## src/rtl/txf_pkg.sv

```systemverilog
`timescale 1ns / 1ps
`default_nettype none
// ----------------------------------------------------------------------------
// txf_pkg: shared types and constants of the track tail crossfader
// Widths of the tail store, gain format, stream packing and the command and
// status bundles between the controller and the datapath.
// ----------------------------------------------------------------------------
package txf_pkg;

    // tail store geometry
    localparam int TAIL_DEPTH  = 1048576;
    localparam int ADDR_W      = $clog2(TAIL_DEPTH);
    localparam int FILL_W      = ADDR_W + 1;

    // sample and gain formats
    localparam int SAMPLE_BITS = 24;
    localparam int GAIN_W      = 17;
    localparam int GAIN_FRAC   = 16;
    localparam logic [GAIN_W-1:0] GAIN_ONE = GAIN_W'(1 << GAIN_FRAC);
    localparam int PROD_W      = SAMPLE_BITS + GAIN_W + 1;
    localparam int ACC_W       = PROD_W + 1;
    localparam int QUOT_W      = ACC_W - GAIN_FRAC;

    // time fields
    localparam int MS_W        = 32;
    localparam int OVL_W       = 16;
    localparam int OVG_W       = OVL_W + 1;
    localparam int REM_W       = MS_W + 1;
    localparam logic [OVL_W-1:0] OVERLAP_RESET = OVL_W'(6000);
    localparam logic [OVG_W-1:0] GUARD_MS      = OVG_W'(2000);

    // divider step count: one quotient bit per step
    localparam int DIV_STEPS   = GAIN_W;
    localparam int DIV_CNT_W   = $clog2(DIV_STEPS + 1);
    localparam int DIV_REM_W   = FILL_W + 1;

    // input tdata layout, lowest bits first
    localparam int IN_SAMPLE_LO  = 0;
    localparam int IN_DUR_LO     = IN_SAMPLE_LO + SAMPLE_BITS;
    localparam int IN_EL_LO      = IN_DUR_LO + MS_W;
    localparam int IN_ACC_BIT    = IN_EL_LO + MS_W;
    localparam int IN_RATE_BIT   = IN_ACC_BIT + 1;
    localparam int IN_DIFF_BIT   = IN_RATE_BIT + 1;
    localparam int IN_USED_W     = IN_DIFF_BIT + 1;
    localparam int IN_TDATA_W    = ((IN_USED_W + 7) / 8) * 8;
    localparam int OUT_TDATA_W   = ((SAMPLE_BITS + 7) / 8) * 8;

    // commands from controller to datapath
    typedef struct packed {
        logic capture;
        logic div_start;
        logic absorb;
        logic consume;
        logic mul_a;
        logic mul_b;
        logic sum;
        logic sat;
        logic pass;
        logic load_out;
        logic req;
    } txf_cmd_t;

    // status from datapath to controller
    typedef struct packed {
        logic blk_start;
        logic near_end;
        logic absorb_ok;
        logic next_acc;
        logic skip_next;
        logic fill_nz;
        logic fill_full;
        logic div_busy;
        logic out_free;
    } txf_stat_t;

endpackage
`default_nettype wire

```

## src/rtl/txf_ctrl.sv

```systemverilog
`timescale 1ns / 1ps
`default_nettype none
// ----------------------------------------------------------------------------
// txf_ctrl: crossfader controller
// Holds the track mode and the per-block action, and sequences each item
// through decision, divider wait, store access, mix and output load.
// ----------------------------------------------------------------------------
module txf_ctrl (
    input  wire logic                  aclk,
    input  wire logic                  aresetn,
    input  wire logic                  s_tvalid,
    output logic                       s_tready,
    input  wire txf_pkg::txf_stat_t    stat,
    output txf_pkg::txf_cmd_t          cmd
);

    typedef enum logic [2:0] {
        MODE_WAITING    = 3'd0,
        MODE_CHECKING   = 3'd1,
        MODE_PREPARING  = 3'd2,
        MODE_PROCESSING = 3'd3,
        MODE_SKIPPING   = 3'd4
    } mode_t;

    typedef enum logic [2:0] {
        ST_IDLE,
        ST_DECIDE,
        ST_DIV,
        ST_ACT,
        ST_MUL,
        ST_SUM,
        ST_SAT,
        ST_OUT
    } state_t;

    state_t state_reg, state_next;
    mode_t  mode_reg, mode_next;
    mode_t  blk_reg, blk_next;
    logic   req_reg, req_next;

    // next state, mode decisions and commands
    always_comb begin
        state_next = state_reg;
        mode_next  = mode_reg;
        blk_next   = blk_reg;
        req_next   = req_reg;
        cmd        = '0;
        cmd.req    = req_reg;
        case (state_reg)
            ST_IDLE: begin
                if (s_tvalid) begin
                    cmd.capture = 1'b1;
                    state_next  = ST_DECIDE;
                end
            end
            ST_DECIDE: begin
                req_next   = 1'b0;
                state_next = ST_ACT;
                if (stat.blk_start) begin
                    blk_next = MODE_WAITING;
                    case (mode_reg)
                        MODE_WAITING: begin
                            if (stat.near_end) begin
                                req_next  = 1'b1;
                                mode_next = MODE_CHECKING;
                            end
                        end
                        MODE_CHECKING: begin
                            if (stat.next_acc) begin
                                mode_next = stat.skip_next ? MODE_SKIPPING : MODE_PREPARING;
                            end
                        end
                        MODE_PREPARING: begin
                            if (stat.absorb_ok) begin
                                blk_next = MODE_PREPARING;
                            end else if (stat.fill_nz) begin
                                mode_next = MODE_PROCESSING;
                            end
                        end
                        MODE_PROCESSING: begin
                            if (stat.fill_nz) begin
                                blk_next      = MODE_PROCESSING;
                                cmd.div_start = 1'b1;
                                state_next    = ST_DIV;
                            end else begin
                                mode_next = MODE_WAITING;
                            end
                        end
                        default: begin
                        end
                    endcase
                end
            end
            ST_DIV: begin
                if (!stat.div_busy) begin
                    state_next = ST_ACT;
                end
            end
            ST_ACT: begin
                if (blk_reg == MODE_PREPARING && !stat.fill_full) begin
                    // absorbed items give no result
                    cmd.absorb = 1'b1;
                    state_next = ST_IDLE;
                end else if (blk_reg == MODE_PROCESSING && stat.fill_nz) begin
                    cmd.consume = 1'b1;
                    cmd.mul_a   = 1'b1;
                    state_next  = ST_MUL;
                end else begin
                    cmd.pass   = 1'b1;
                    state_next = ST_OUT;
                end
            end
            ST_MUL: begin
                cmd.mul_b  = 1'b1;
                state_next = ST_SUM;
            end
            ST_SUM: begin
                cmd.sum    = 1'b1;
                state_next = ST_SAT;
            end
            ST_SAT: begin
                cmd.sat    = 1'b1;
                state_next = ST_OUT;
            end
            ST_OUT: begin
                if (stat.out_free) begin
                    cmd.load_out = 1'b1;
                    state_next   = ST_IDLE;
                end
            end
            default: begin
                state_next = ST_IDLE;
            end
        endcase
    end

    // state, mode and request flag
    always_ff @(posedge aclk) begin
        if (!aresetn) begin
            state_reg <= ST_IDLE;
            mode_reg  <= MODE_WAITING;
            blk_reg   <= MODE_WAITING;
            req_reg   <= 1'b0;
        end else begin
            state_reg <= state_next;
            mode_reg  <= mode_next;
            blk_reg   <= blk_next;
            req_reg   <= req_next;
        end
    end

    assign s_tready = (state_reg == ST_IDLE);

    // sequencing checks
    a_div_only_mix: assert property (@(posedge aclk) disable iff (!aresetn)
        cmd.div_start |=> (blk_reg == MODE_PROCESSING && mode_reg == MODE_PROCESSING))
        else $error("division outside a mix block");

    a_absorb_in_prep: assert property (@(posedge aclk) disable iff (!aresetn)
        cmd.absorb |-> (mode_reg == MODE_PREPARING))
        else $error("absorb outside preparing mode");

    a_req_from_wait: assert property (@(posedge aclk) disable iff (!aresetn)
        $rose(req_reg) |-> (mode_reg == MODE_CHECKING && $past(mode_reg) == MODE_WAITING))
        else $error("request without wait to check step");

endmodule
`default_nettype wire

```

## config.mk

```make
export PLATFORM = sky130hd
export DESIGN_NAME = txf_ctrl
export DESIGN_NICKNAME = d
export VERILOG_FILES = /design/src/rtl/txf_pkg.sv /design/src/rtl/txf_ctrl.sv
export SDC_FILE = /design/constraint.sdc
export NUM_CORES = 1
export LEC_CHECK = 0
export BUFFER_PORTS_ARGS = -buffer_cell sky130_fd_sc_hd__buf_2
export CAP_MARGIN = 40
export CORE_AREA = 2 2 39 41
export CTS_BUF_LIST = sky130_fd_sc_hd__clkbuf_16
export CTS_CLUSTER_DIAMETER = 50
export DETAILED_ROUTE_END_ITERATION = 10
export DIE_AREA = 0 0 41 43
export HOLD_SLACK_MARGIN = 0.02
export PLACE_DENSITY = 0.73
export SYNTH_ARGS = -nofsm -noshare
export SYNTH_HDL_FRONTEND = slang
export SYNTH_SLANG_ARGS = --single-unit
export TNS_END_PERCENT = 5
```

## constraint.sdc

```tcl
create_clock -name aclk -period 3.2 [get_ports aclk]
set_clock_uncertainty 0.15 [all_clocks]
set_input_delay 0.64 -clock aclk [delete_from_list [all_inputs] [get_ports aclk]]
set_output_delay 0.64 -clock aclk [all_outputs]
set_load 0.05 [all_outputs]
```

After elaboration in Yosys (flattened, before gate mapping). Index checks and enable logic that the tools add are counted.

Register bits after elaboration: 10. Bits of input ports: 12. Output and inout port bits: 12. Logic and storage cells: 73.

Eq/ne operators: 20. Multiplexer cells: 40. Reductions and logical operators: 9.

Operators with widths (count): 3-bit 2-to-1 mux (11); 3-bit case mux with 8 select lines (1); 1-bit 2-to-1 mux (21); 3-bit by 2-bit == test with 1-bit output (second input constant) (6); 2-bit inequality test (second input constant) (8); 3-bit == test (second input constant) (4); 3-bit case mux with 4 select lines (1); 2-bit 2-to-1 mux (5); 8-bit AND reduction (1); 3-bit by 1-bit == test with 1-bit output (second input constant) (2); 3-bit zero test (2); 3-bit case mux with 2 select lines (1); 4-bit nonzero test (1); 3-bit AND reduction (1); 1-bit logical AND (2); 2-bit AND reduction (1); 1-bit zero test (1).

Depth between registers and ports, before layout. Gate-level depths: netlist (run 1).

Depth after elaboration: 5. Depth in mapped cells: 5.

Worst setup path before layout (run 1). Ideal clock, no wire load.

Path type: reg-to-output. From: reg state_reg[2]. To: out cmd[10] (netlist name). Data arrival time: 2.231 ns. Data required time: 2.410 ns. Slack: 0.179 ns. Stages on the path, launching flop included: 4. Path buffers: 1. Cell sequence: dfxtp_1 -> clkbuf_1 -> nor3_1 -> and2_1.

RTL lines: start: declaration (RTL line txf_ctrl.sv:36) `state_t state_reg, state_next;`; start signal: assignment (RTL line txf_ctrl.sv:145) `state_reg <= state_next;`; end: declaration (RTL line txf_ctrl.sv:14) `output txf_pkg::txf_cmd_t cmd`.

==> flow_metrics.tcl, run 1 <==
set metrics [dict create \
    status "complete, no violations" \
    root_buffer "clkbuf_16" \
    fp.dieH_um 43 \
    setup_viol 0 \
    drive_gt1_share_pct 30.5 \
    drc 0 \
    swShare_pct 28.5 \
    grt_pass1_wl_mm 2.20 \
    crit_path_top_delay_cell "dfxtp_1" \
    avgSynthCellArea_um2 7.76 \
    place_congestion 0.814 \
    layout_common_cells "23 x buf_2, 10 x nand2_1, 9 x nor2_1, 9 x dfxtp_1, 6 x o21ai_0" \
    peakVddDrop_mv 0.318 \
    critPathBufInv 1 \
    layout_commonest_cell "buf_2" \
    die_w_um 41 \
    cp_cell_sequence "nor3b_4 > nand3_2 > nor2_1 > buf_2" \
    std_cell_rows 14 \
    p_comb_share_pct 18.9 \
    clock_latency_ps 230 \
    syn_area_um2 574 \
    cp-end-kind "primary output" \
    rsz0062_at_grt "no" \
    grt_pass1_vias 519 \
    cellPowerDensity_nw_per_um2 575 \
    yosysWarnings 0 \
    yosysSeqAreaShare_pct 31.4 \
    tns_ps 0 \
    synth_edf_count 0 \
    p_leak_nw 0.327 \
    boundaryPins 24 \
    ctsHoldBuffers 0 \
    relSlewSlack_pct 70.5 \
    nNetsFinal 108 \
    total_power_mw 0.436 \
    yosysTopAreaCellShare_pct 31.4 \
    core_area_um2 1380 \
    path_clk_slew_ps 40 \
    synth_fp_nets 86 \
    drv_cap 0 \
    synthCells 74 \
    cts.repair.resized 0 \
    drtPass1Iterations 4 \
    drtIter0Drc 14 \
    antenna_found_initial 0 \
    yosys-top-cells-area "dfxtp_1 31%, nand2_1 6.5%, nor2_1 5.9%" \
    async_reset_ff_share_pct 0 \
    grt_max_degree 14 \
    synth_area_leader_cell "dfxtp_1" \
    via_per_inst 5.49 \
    critPathTopFamily "simple AND/OR/NAND/NOR gates" \
    yosys_most_used_dff "dfxtp_1" \
    fillerInstances 139 \
    finalCritPeriodShare_pct 76.6 \
    hold_viol 0 \
    wirelength_mm 1.31 \
    num_vias 609 \
    grt.overflow.total 0 \
    diodes 0 \
    ys_types 30 \
    slew_violations 0 \
    tightestPinTransition_ps 441 \
    fmax_mhz 408 \
    numCtsBuffers 3 \
    cp-start-kind "flop" \
    io_buffers 23 \
    worstPathArrival_ps 1660 \
    timing.final.crit_period_ps 2450 \
    register_area_um2 180 \
    grt_usage_pct 18.4 \
    wl_per_cell_um 11.8 \
    p_switching_mw 0.124 \
    cts_sinks 9 \
    cp.required_ps 2410 \
    dieArea_um2 1760 \
    tritoncts "built" \
    antenna_left 0 \
    clock_path_buffers 2 \
    multi_input_area_um2 360 \
    internal_power_mw 0.311 \
    post_cts_buffers 0 \
    whs_ps 346 \
    synth-seq-cells 9 \
    syn_to_final_growth_pct 32.0 \
    path_max_fanout 11 \
    p_seq_share_pct 31.3 \
    hpwl_um 925 \
    crit_type "flop to primary output" \
    initial_core_util_pct 41.5 \
    slowest_delay_ps 510 \
    p_clk_share_pct 49.8 \
    htreeDepth 1 \
    holdCritPathClass "flop to flop" \
]
==> stage by stage <==
step                cells  worst slack, ps  util [%]  area [um^2]
floorplan              74              179         -          574
global placement      107              906      49.1          679
detailed placement    107              862      49.1          679
CTS                   111              749      54.8          758
global route          111              616      54.8          758
finish                111              749      54.8          758
==> metal layers <==
metal | vias up | global-route usage, % | part of all wire [%]
li1 | 310 | - | -
met1 | 269 | 23.5 | 45
met2 | 26 | 25.9 | 45
met3 | 4 | 6.28 | 7.7
met4 | 0 | 10.0 | 1.9
met5 | - | 0 | 0
==> layout make-up <==
cell class	instances	area share [%]
sequential	9	23.8
clock buffer	3	9.90
clock inverter	1	0.495
tap	16	2.64
multi-input combinational	58	47.5
inverter	1	0.495
timing repair buffer	23	15.2
==> cell families after synthesis <==
family	after synthesis	share of synthesized area, %
AND/OR/NAND/NOR	36	35.9
AO/OA/AOI/OAI	20	23.3
flip-flops	9	31.4
buffers and inverters	7	5.88
multiplexers	2	3.49
==> Yosys cell counts, types with 2 or more instances <==
library cell,number
or4b_1,2
nand2_1,10
a31oi_1,3
o21a_1,2
nor3_1,3
a21oi_1,2
o21ai_0,6
nor2_1,9
mux2i_1,2
dfxtp_1,9
buf_4,2
and2_1,2
nor2b_1,2
clkbuf_1,4
==> worst register-to-register path, cell delays in order (launching register included) <==
cell	delay, ps
dfxtp_1	510
nor3b_4	340
nand3_2	170
or4b_1	520
a21boi_1	140
==> final timing paths <==
path	endpoint	cells past startpoint	start	slack (ps)
hold / removal	mode_reg[2]$_SDFFE_PN0P_	1	mode_reg[2]$_SDFFE_PN0P_	350
setup reg to reg	mode_reg[1]$_SDFFE_PN0P_	4	state_reg[0]$_SDFFE_PN0P_	1300
hold reg to reg	mode_reg[2]$_SDFFE_PN0P_	1	mode_reg[2]$_SDFFE_PN0P_	350
setup / recovery	cmd[9]	4	state_reg[0]$_SDFFE_PN0P_	750
==> power groups by stage <==
stage	sequential [mW]	combinational [mW]	clock, mW
CTS	0.136	0.0827	0.222
finish	0.136	0.0824	0.217
global placement	0.136	0.0813	0
global route	0.139	0.0899	0.229
detailed placement	0.137	0.0822	0
floorplan	0.126	0.0731	0
Note: power is estimated with default switching activity, not from simulation.
==> run 2, diff against run 1 <==
Clock period 3.2 ns to 2.49 ns, I/O delays scaled along.
==> run 2 against run 1 <==
  * Routed wire length is 2.5% higher
  * Design area is 1.7% higher
  * Global-route usage is 0.72 points lower
  * Hold slack better by 28 ps
  * Largest cell class unchanged
  * Critical endpoint unchanged
  * Critical path type unchanged
  * Clock power is 28% higher
  * Count of clock-buffer cells in the layout stayed put
==> flow_metrics.tcl, run 2 (synthesis gave the netlist of run 1 again) <==
set metrics [dict create \
    status "complete, no violations" \
    hold_depth 1 \
    crit_path_top_delay_cell "dfxtp_1" \
    worstPathArrival_ps 1690 \
    rr_worst_depth 4 \
    slew_violations 0 \
    tritoncts "built" \
    fp.dieH_um 43 \
    grt_usage_pct 17.6 \
    post_cts_buffers 0 \
    drc 0 \
    antenna_found_initial 0 \
    hold_viol 0 \
    timing.final.crit_period_ps 2340 \
    tightestPinTransition_ps 441 \
    cp-start-kind "flop" \
    grt_pass1_vias 515 \
    wirelength_mm 1.34 \
    path_clk_slew_ps 40 \
    numCtsBuffers 3 \
    r2r_start "state_reg[0]$_SDFFE_PN0P_" \
    boundaryPins 24 \
    crit_type "flop to primary output" \
    clock_latency_ps 230 \
    ctsHoldBuffers 0 \
    setup_viol 0 \
    r2r_end "mode_reg[1]$_SDFFE_PN0P_" \
    cp.required_ps 1840 \
    rsz0062_at_grt "no" \
    path_max_fanout 11 \
    cellPowerDensity_nw_per_um2 732 \
    regToRegSetupSlack_ps 550 \
    placedCellCount 108 \
    initial_core_util_pct 41.5 \
    drv_cap 0 \
    drive_gt1_share_pct 32.3 \
    cp_cell_sequence "nor3b_4 > nand3_2 > nor2_1 > buf_2" \
    min-delay-start "mode_reg[2]$_SDFFE_PN0P_" \
    drtPass1Iterations 4 \
    grt.overflow.total 0 \
    io_buffers 23 \
    layout_common_cells "23 x buf_2, 10 x nand2_1, 9 x nor2_1, 9 x dfxtp_1, 6 x o21ai_0" \
    nNetsFinal 109 \
    dieArea_um2 1760 \
    stdcell_count 112 \
    via_per_inst 5.43 \
    finalCritPeriodShare_pct 93.9 \
    std_cell_rows 14 \
    clock_path_buffers 2 \
    hold_path_end "mode_reg[2]$_SDFFE_PN0P_" \
    core_area_um2 1380 \
    diodes 0 \
    place_area_um2 692 \
    num_vias 608 \
    design_area_um2 771 \
    p_leak_nw 0.334 \
    die_w_um 41 \
    utilization_pct 55.7 \
    htreeDepth 1 \
    syn_to_final_growth_pct 34.2 \
    peakVddDrop_mv 0.438 \
    cts_sinks 9 \
    layout_commonest_cell "buf_2" \
    holdCritPathClass "flop to flop" \
    hpwl_um 906 \
    wl_per_cell_um 12.0 \
    grt_max_degree 13 \
    cp-end-kind "primary output" \
    relSlewSlack_pct 70.6 \
    antenna_left 0 \
    critPathBufInv 1 \
    place_congestion 0.790 \
    fmax_mhz 428 \
    grt_pass1_wl_mm 2.06 \
    total_power_mw 0.564 \
    slowest_delay_ps 530 \
    drtIter0Drc 10 \
    critPathTopFamily "simple AND/OR/NAND/NOR gates" \
    cts.repair.resized 0 \
    root_buffer "clkbuf_16" \
]
[run 2: cell count changes in the layout (fill, tap and decap cells not counted)]
cell    previous run  this run
nor3_1             3         2
buf_4              0         1
nor3_2             0         1
[run 2: final cells by class]
class	count	area (um^2)
Fill cell	136	613
Multi-Input combinational cell	58	365
Sequential cell	9	180
Timing Repair Buffer	24	123
Clock buffer	3	75.1
Tap cell	16	20.0
Clock inverter	1	3.75
Inverter	1	3.75
[run 2: power by group]
part	switching (mW)	internal, mW
clock network	0.0687	0.210
logic	0.0714	0.0400
registers	0.0212	0.153
[run 2: routing by layer]
metal  vias up  wire [um]  part of all wire, %  global-route usage, %
li1        311          -                    -                      -
met1       266        612                   46                   22.5
met3         6        102                  7.6                   4.71
met2        25        585                   44                   24.7
met5         -          0                    0                      0
met4         0         39                  2.9                   12.0
[run 2: worst register-to-register path, delay by kind of cell (launching register included)]
| kind | cells | cell delay (ps) |
|---|---|---|
| simple gates | 3 | 1070 |
| flops | 1 | 530 |
| compound gates | 1 | 140 |
[run 2: worst max-delay path by stage]
| stage | from | cells after the start | slack (ps) | end |
|---|---|---|---|---|
| floorplan | state_reg[0]$_SDFFE_PN0P_ | 3 | -120 | cmd[2] |
| global placement | stat[8] | 5 | 470 | cmd[9] |
| detailed placement | stat[8] | 5 | 440 | cmd[9] |
| CTS | state_reg[0]$_SDFFE_PN0P_ | 4 | 170 | cmd[9] |
| global route | state_reg[0]$_SDFFE_PN0P_ | 4 | 60 | cmd[9] |
| finish | state_reg[0]$_SDFFE_PN0P_ | 4 | 150 | cmd[9] |
[run 2: through the flow]
| stage | setup WS [ps] | TNS, ps | hold slack [ps] |
|---|---|---|---|
| 4_1_cts | 173 | 0 | 352 |
| 5_1_grt | 55.6 | 0 | 392 |
| 3_5_place_dp | 444 | 0 | 345 |
| 2_1_floorplan | -116 | -162 | 305 |
| 3_3_place_gp | 474 | 0 | 335 |
| 6_report | 152 | 0 | 374 |
